[src/design/ffha_pkg.sv]
// ----------------------------------------------------------------------------
// ffha_pkg
// Types and constants shared by the first-fit heap allocator modules.
// ----------------------------------------------------------------------------
package ffha_pkg;

  localparam int HEAP_BYTES   = 4194304;
  localparam int ALIGN_BYTES  = 16;
  localparam int HEADER_BYTES = 24;

  localparam logic [0:0] REQ_ALLOC = 1'b0;
  localparam logic [0:0] REQ_FREE  = 1'b1;

  localparam logic [2:0] ST_OK      = 3'd0;
  localparam logic [2:0] ST_ZERO    = 3'd1;
  localparam logic [2:0] ST_NOFIT   = 3'd2;
  localparam logic [2:0] ST_UNKNOWN = 3'd3;
  localparam logic [2:0] ST_FREED   = 3'd4;

  localparam logic [2:0] MODE_SEARCH = 3'd0;
  localparam logic [2:0] MODE_INSERT = 3'd1;
  localparam logic [2:0] MODE_PULL1  = 3'd2;
  localparam logic [2:0] MODE_PULL2  = 3'd3;
  localparam logic [2:0] MODE_DONE   = 3'd4;

  typedef struct packed {
    logic [0:0]  req_type;
    logic [22:0] req_size;
    logic [21:0] req_addr;
  } req_t;

  typedef struct packed {
    logic [21:0] resp_addr;
    logic [2:0]  resp_status;
  } resp_t;

  typedef struct packed {
    logic        v;
    logic        taken;
    logic [21:0] start;
    logic [22:0] bytes;
  } ent_t;

  typedef struct packed {
    logic        active;
    logic [2:0]  mode;
    logic        op_free;
    logic        room;
    logic [24:0] key;
    ent_t        carry;
    logic [2:0]  status;
    logic [21:0] addr;
    logic        inc;
    logic [1:0]  dec;
  } tok_t;

  typedef struct packed {
    logic        en;
    logic [22:0] val;
  } mrg_t;

endpackage

[src/design/ffha_cell.sv]
// ----------------------------------------------------------------------------
// ffha_cell
// One descriptor of the block table and its share of the walking request.
// ----------------------------------------------------------------------------
module ffha_cell import ffha_pkg::*; (
  input  logic clk,
  input  logic rst_n,
  input  ent_t rst_ent,
  input  tok_t tok_i,
  output tok_t tok_o,
  input  ent_t left_i,
  input  ent_t right_i,
  input  ent_t right2_i,
  input  mrg_t mrg_i,
  output mrg_t mrg_o,
  output ent_t ent_o
);

  ent_t ent_r;
  ent_t ent_nxt;

  logic        fit;
  logic        split;
  logic        match;
  logic        lf;
  logic        rf;
  logic [25:0] need_hdr;

  assign fit      = ent_r.v && !ent_r.taken && ({2'b0, ent_r.bytes} >= tok_i.key);
  assign need_hdr = {1'b0, tok_i.key} + 26'(HEADER_BYTES);
  assign split    = ({3'b0, ent_r.bytes} >= need_hdr) && ({2'b0, ent_r.bytes} > tok_i.key)
                    && tok_i.room;
  assign match    = ent_r.v && (({3'b0, ent_r.start} + 25'(HEADER_BYTES)) == tok_i.key);
  assign lf       = left_i.v && !left_i.taken;
  assign rf       = right_i.v && !right_i.taken;

  always_comb begin
    ent_nxt = ent_r;
    tok_o   = tok_i;
    mrg_o   = '0;
    if (mrg_i.en) begin
      ent_nxt.bytes = ent_r.bytes + mrg_i.val;
    end
    if (tok_i.active) begin
      unique case (tok_i.mode)
        MODE_SEARCH: begin
          if (!tok_i.op_free) begin
            if (fit) begin
              ent_nxt.taken = 1'b1;
              tok_o.status  = ST_OK;
              tok_o.addr    = ent_r.start + 22'(HEADER_BYTES);
              tok_o.mode    = MODE_DONE;
              if (split) begin
                ent_nxt.bytes     = tok_i.key[22:0];
                tok_o.mode        = MODE_INSERT;
                tok_o.inc         = 1'b1;
                tok_o.carry.v     = 1'b1;
                tok_o.carry.taken = 1'b0;
                tok_o.carry.start = ent_r.start + tok_i.key[21:0];
                tok_o.carry.bytes = ent_r.bytes - tok_i.key[22:0];
              end
            end
          end else if (match) begin
            tok_o.mode = MODE_DONE;
            if (!ent_r.taken) begin
              tok_o.status = ST_FREED;
            end else begin
              tok_o.status  = ST_OK;
              ent_nxt.taken = 1'b0;
              if (lf && rf) begin
                mrg_o.en   = 1'b1;
                mrg_o.val  = ent_r.bytes + right_i.bytes;
                ent_nxt    = right2_i;
                tok_o.mode = MODE_PULL2;
                tok_o.dec  = 2'd2;
              end else if (lf) begin
                mrg_o.en   = 1'b1;
                mrg_o.val  = ent_r.bytes;
                ent_nxt    = right_i;
                tok_o.mode = MODE_PULL1;
                tok_o.dec  = 2'd1;
              end else if (rf) begin
                ent_nxt.bytes = ent_r.bytes + right_i.bytes;
                tok_o.mode    = MODE_PULL1;
                tok_o.dec     = 2'd1;
              end
            end
          end
        end
        MODE_INSERT: begin
          ent_nxt     = tok_i.carry;
          tok_o.carry = ent_r;
        end
        MODE_PULL1: ent_nxt = right_i;
        MODE_PULL2: ent_nxt = right2_i;
        default: ;
      endcase
    end
  end

  always_ff @(posedge clk) begin
    if (!rst_n) begin
      ent_r <= rst_ent;
    end else begin
      ent_r <= ent_nxt;
    end
  end

  assign ent_o = ent_r;

endmodule

[config.mk]
export PLATFORM = sky130hd
export DESIGN_NAME = ffha_cell
export DESIGN_NICKNAME = d
export VERILOG_FILES = /design/src/design/ffha_pkg.sv /design/src/design/ffha_cell.sv
export SDC_FILE = /design/constraint.sdc
export NUM_CORES = 1
export LEC_CHECK = 0
export BUFFER_PORTS_ARGS = -buffer_cell sky130_fd_sc_hd__buf_2
export CORE_AREA = 3 3 213 215
export CTS_CLUSTER_SIZE = 10
export DETAILED_ROUTE_END_ITERATION = 16
export DIE_AREA = 0 0 216 218
export GPL_TIMING_DRIVEN = 0
export PLACE_DENSITY = 0.6
export SETUP_SLACK_MARGIN = 0.1
export SYNTH_ARGS = -nofsm -noshare
export SYNTH_HDL_FRONTEND = slang
export SYNTH_SLANG_ARGS = --single-unit
[constraint.sdc]
create_clock -name clk -period 6.4 [get_ports clk]
set_input_delay 0.32 -clock clk [delete_from_list [all_inputs] [get_ports clk]]
set_output_delay 0.32 -clock clk [all_outputs]
set_load 0.01 [all_outputs]
# Word-level counts from Yosys, hierarchy flattened
# Cells that the tools add are included.
# W data, S select, Z words.
# totals
out_inout_bits,177
reg_bits,47
# classes
n_lt_le_gt_ge,3
add_sub_neg,7
muxes,51
eq_ne,12
reduce_logical,14
# ops
operator,count
$mux W47,7
$mux W24,8
$pmux W47 S4,1
$mux W23,7
$pmux W47 S2,1
$mux W75,1
$mux W73,1
$add A23 B23 Y23,2
$mux W3,13
$mux W28,1
$add A25 B5 Y26 const B,1
$ge A23 B26 Y1,1
$eq A23 B25 Y1,1
$ge A23 B25 Y1,1
$gt A23 B25 Y1,1
$add A22 B5 Y23 const B,1
$sub A23 B23 Y23,1
$add A22 B22 Y22,1
$add A22 B5 Y22 const B,1
$mux W22,1
$mux W2,6
$ne A4 B4 Y1 const B,3
$ne A3 B3 Y1 const B,3
$logic_and A1 B1 Y1,8
other kinds (9),15

# Longest topological paths before layout
# depth
depth_word,11
mapped_depth,19
mapped_depth_nobuf,16

# Least setup slack after synthesis
# OpenSTA, ideal clock, no wires.
# synth_timing
path_type,reg-to-reg
start,"register ent_r, in the netlist ent_o[26]"
end,"register ent_r, in the netlist ent_o[23] (enable)"
required_ps,5965
path_stages_with_launch,13
period_less_slack_ps,4831
setup_time_ps,435
arrival_ps,4396
path_slack_ps,1569
path_cell_list,edfxtp_1 -> inv_1 -> ha_1 -> nand3b_1 -> nor4_1 -> mux2_2 -> a2111o_1 -> nor3_1 -> and4_1 -> and3_1 -> buf_6 -> a21oi_1 -> o21ai_0
# synth_between
elab_chain_len,5
# synth_rtl
item,line_no,rtl
from (decl),ffha_cell.sv:19,ent_t ent_r;
from (signal assigned),ffha_cell.sv:103,ent_r <= rst_ent;
from (signal assigned),ffha_cell.sv:105,ent_r <= ent_nxt;
$add A22 B5 Y23,ffha_cell.sv:33,"assign match = ent_r.v && (({3'b0, ent_r.start} + 25'(HEADER_BYTES)) == tok_i.key);"
$eq A23 B25 Y1,ffha_cell.sv:33,
$logic_and A1 B1 Y1,ffha_cell.sv:33,
$ne A3 B3 Y1 (no source line),-,
$reduce_and A6 Y1 (no source line),-,
# No other way between the ends.
# A chain may end at the register's enable or synchronous reset.

==> qor.yml <==
status: "complete, no violations"
netlist.area_leader.share_pct: 10.60
first_pass_iters: 5
setup_tns_ns: 0
grt_overflow_total: 0
crit_path_start_kind: "primary input"
synth.most_common_cell: "a21oi_1"
rows: 77
start_util_pct: 29.55
fin_nets: 2807
grt_pass1_wl_um: 114200
hold_class: "in2reg"
viasPerCell: 6.000
ant_nets: 0
whs_ns: 0.2615
largest_register_ffs: 47
die_h_um: 218
cap_viol_max_count: 0
clockRootBuffer: "clkbuf_16"
numCtsBuffers: 5
areaGrowthSynthToFinish_pct: 24.62
avgRoutedWirePerCell_um: 27.18
ys_seq_area_share_pct: 9.100
holdPathStages: 3
syn_nets: 2352
antenna_found_initial: 6
hold_viol_final: 0
synthMuxAreaShare_pct: 4.608
hold_end: "ent_o[15]"
io_buffers: 446
rsz0062_at_grt: "false"
fp.dieW_um: 216
ir_drop_mv: 0.1036
ioPinCount: 497
initialDrtViolationCount: 1978
critPathRequiredTime_ns: 6.08
leakage_uw: 0.007485
worstSetupStartpoint: "tok_i[86]"
cts_tree: "done"
synthSimpleGateAreaFrac_pct: 23.60
clock_path_buffers: 2
die-area_sq_um: 47090
cp_max_fo: 10
clk_latency_ns: 0.33
synth_cell_types: 95
ctsResizeCount: 0
grt_use_total_pct: 32.53
cp.arrival_ns: 5.68
ys_seq_elements: 47
vias: 17820
fin_crit_ns: 5.999
dp.final_hpwl_um: 66390
cts_max_level: 2
synthAdderAreaFrac_pct: 11.22
clkTransAtPathRegs_ns: 0.08
report.final.slew_viol_count: 0
synth_top_cell_by_area: "ha_1"
cts_hold_buf: 0
final-instance-count-excl-fill: 2969
core_area_sq_um: 43930
synth_common_cells: "a21oi_1 (254), nand2_1 (230), nor2_1 (139)"
synth-compound-area-share_pct: 35.26
power.density_nw_per_um2: 169.2
min_period_over_period_pct: 93.73
dp.cells: 2958
synth_top_family_by_area: "compound AO/OA/AOI/OAI gates"
routed_wl_um: 80710
r2r-start: "ent_o[1]"
finalClockSkew_ns: 0.01418
drc: 0
avgSynthCellArea_sq_um: 6.767
synth-main-ff-cell: "edfxtp_1"
min_from: "rst_ent[15]"
clock_sinks: 47
synth-xor-area-share_pct: 8.068
rrSetupSlack_ns: 1.57
tightestPinTransition_ns: 1.316
grt_pass1_vias: 17270
crit_path_end_kind: "output pin"
post_route_cells_drive_above_1_share_pct: 23.67
synth_area_leaders: "ha_1 (11%), a21oi_1 (9.8%), nand2_1 (6.7%), edfxtp_1 (5.6%), xnor2_1 (4.9%)"
setup_viol: 0
fmax_mhz: 166.7
gp_congestion: 0.9976
netlist_instances: 1918
synthesis.area_sq_um: 12980
post_cts_buffers: 0
total_power_uw: 2737
rr_worst_depth: 12
relSlewSlack_pct: 10.00
yosysWarnings: 0
reg2reg_to: "ent_o[21]"
grt_max_degree: 18
synth_edf_count: 24
ys_async_sr_fraction_pct: 0
worstSetupPathType: "in2out"
## through the flow
step           utilization [%]  area [sq um]  setup WS (ns)
2_1_floorplan                -         12980          1.569
3_3_place_gp             36.31         15950        -0.5949
3_5_place_dp             36.43         16000         0.2385
4_1_cts                  36.79         16160         0.2267
5_1_grt                  36.82         16180         0.2082
6_report                 36.82         16180         0.4013
## logic make-up after synthesis
group / count (synthesis)
AOI/OAI and AO/OA: 726
and+or+nand+nor: 632
buffers and inverters: 231
adders and majority gates: 114
xor gates and xnor gates: 110
muxes: 58
DFF: 47
## how the worst max path moves through the flow
stage	cells after the start	slack, ns	endpoint
CTS	17	0.23	tok_o[72]
finish	19	0.40	tok_o[38]
global route	17	0.21	tok_o[72]
detailed placement	17	0.24	tok_o[72]
global placement	12	-0.59	ent_o[43]
floorplan	12	1.57	ent_o[23]
## critical path, cell delays in order
cell	delay [ns]
buf_2	0.13
clkbuf_1	0.43
nand3_1	0.16
nor4_2	0.66
nand3_1	0.18
xnor2_1	0.16
ha_1	0.30
nand4_1	0.18
nor4_1	0.37
o21ai_0	0.21
o221a_2	0.33
a211o_2	0.38
nand2b_1	0.16
buf_2	0.20
buf_4	0.23
nor3_1	0.21
a21oi_1	0.05
o21ai_0	0.73
buf_2	0.27
## layout make-up
class | count | area [sq um]
Fill cell | 4885 | 27760
Multi-Input combinational cell | 1640 | 10760
Timing Repair Buffer | 448 | 2270
Sequential cell | 47 | 1181
Tap cell | 592 | 740.7
Buffer | 146 | 738.2
Inverter | 85 | 319.1
Clock buffer | 8 | 158.9
Antenna cell | 3 | 7.507
## layer usage
metal	wire length [um]	GRT usage, %
met1	31770	40.15
met2	37750	55.63
met3	7484	5.629
met4	3666	14.40
met5	35	0
## placed cells by master, fill, tap and decap left out, drive strengths merged, types with 10 or more instances in the layout
master   netlist  final
o21bai        13     13
clkbuf        82     90
xnor2         73     73
nand2        230    230
mux2          14     14
ha           110    110
a2111oi       11     11
a211o         10     10
o21a          20     20
a21o          50     50
nand4         15     15
o22ai         62     62
a31oi         29     29
nor4          20     20
inv           84     84
nor3          48     48
nand3         59     59
and2          11     11
and3          18     18
a21oi        254    254
o21ai        116    116
buf           64    511
mux2i         44     44
nor2b         11     11
o211ai        14     14
a211oi        28     28
a22oi         33     33
nand2b        20     20
nor3b         12     12
dfxtp         23     23
edfxtp        24     24
nor2         140    140
xor2          31     31
or3           12     12
## report_power, final
part | switching [uW] | total (uW) | internal [uW]
logic | 1150 | 1910 | 752
registers | 139 | 501 | 362
clock network | 159 | 331 | 172
total | 1450 | 2740 | 1290
Power figures use the tool's default switching activity.
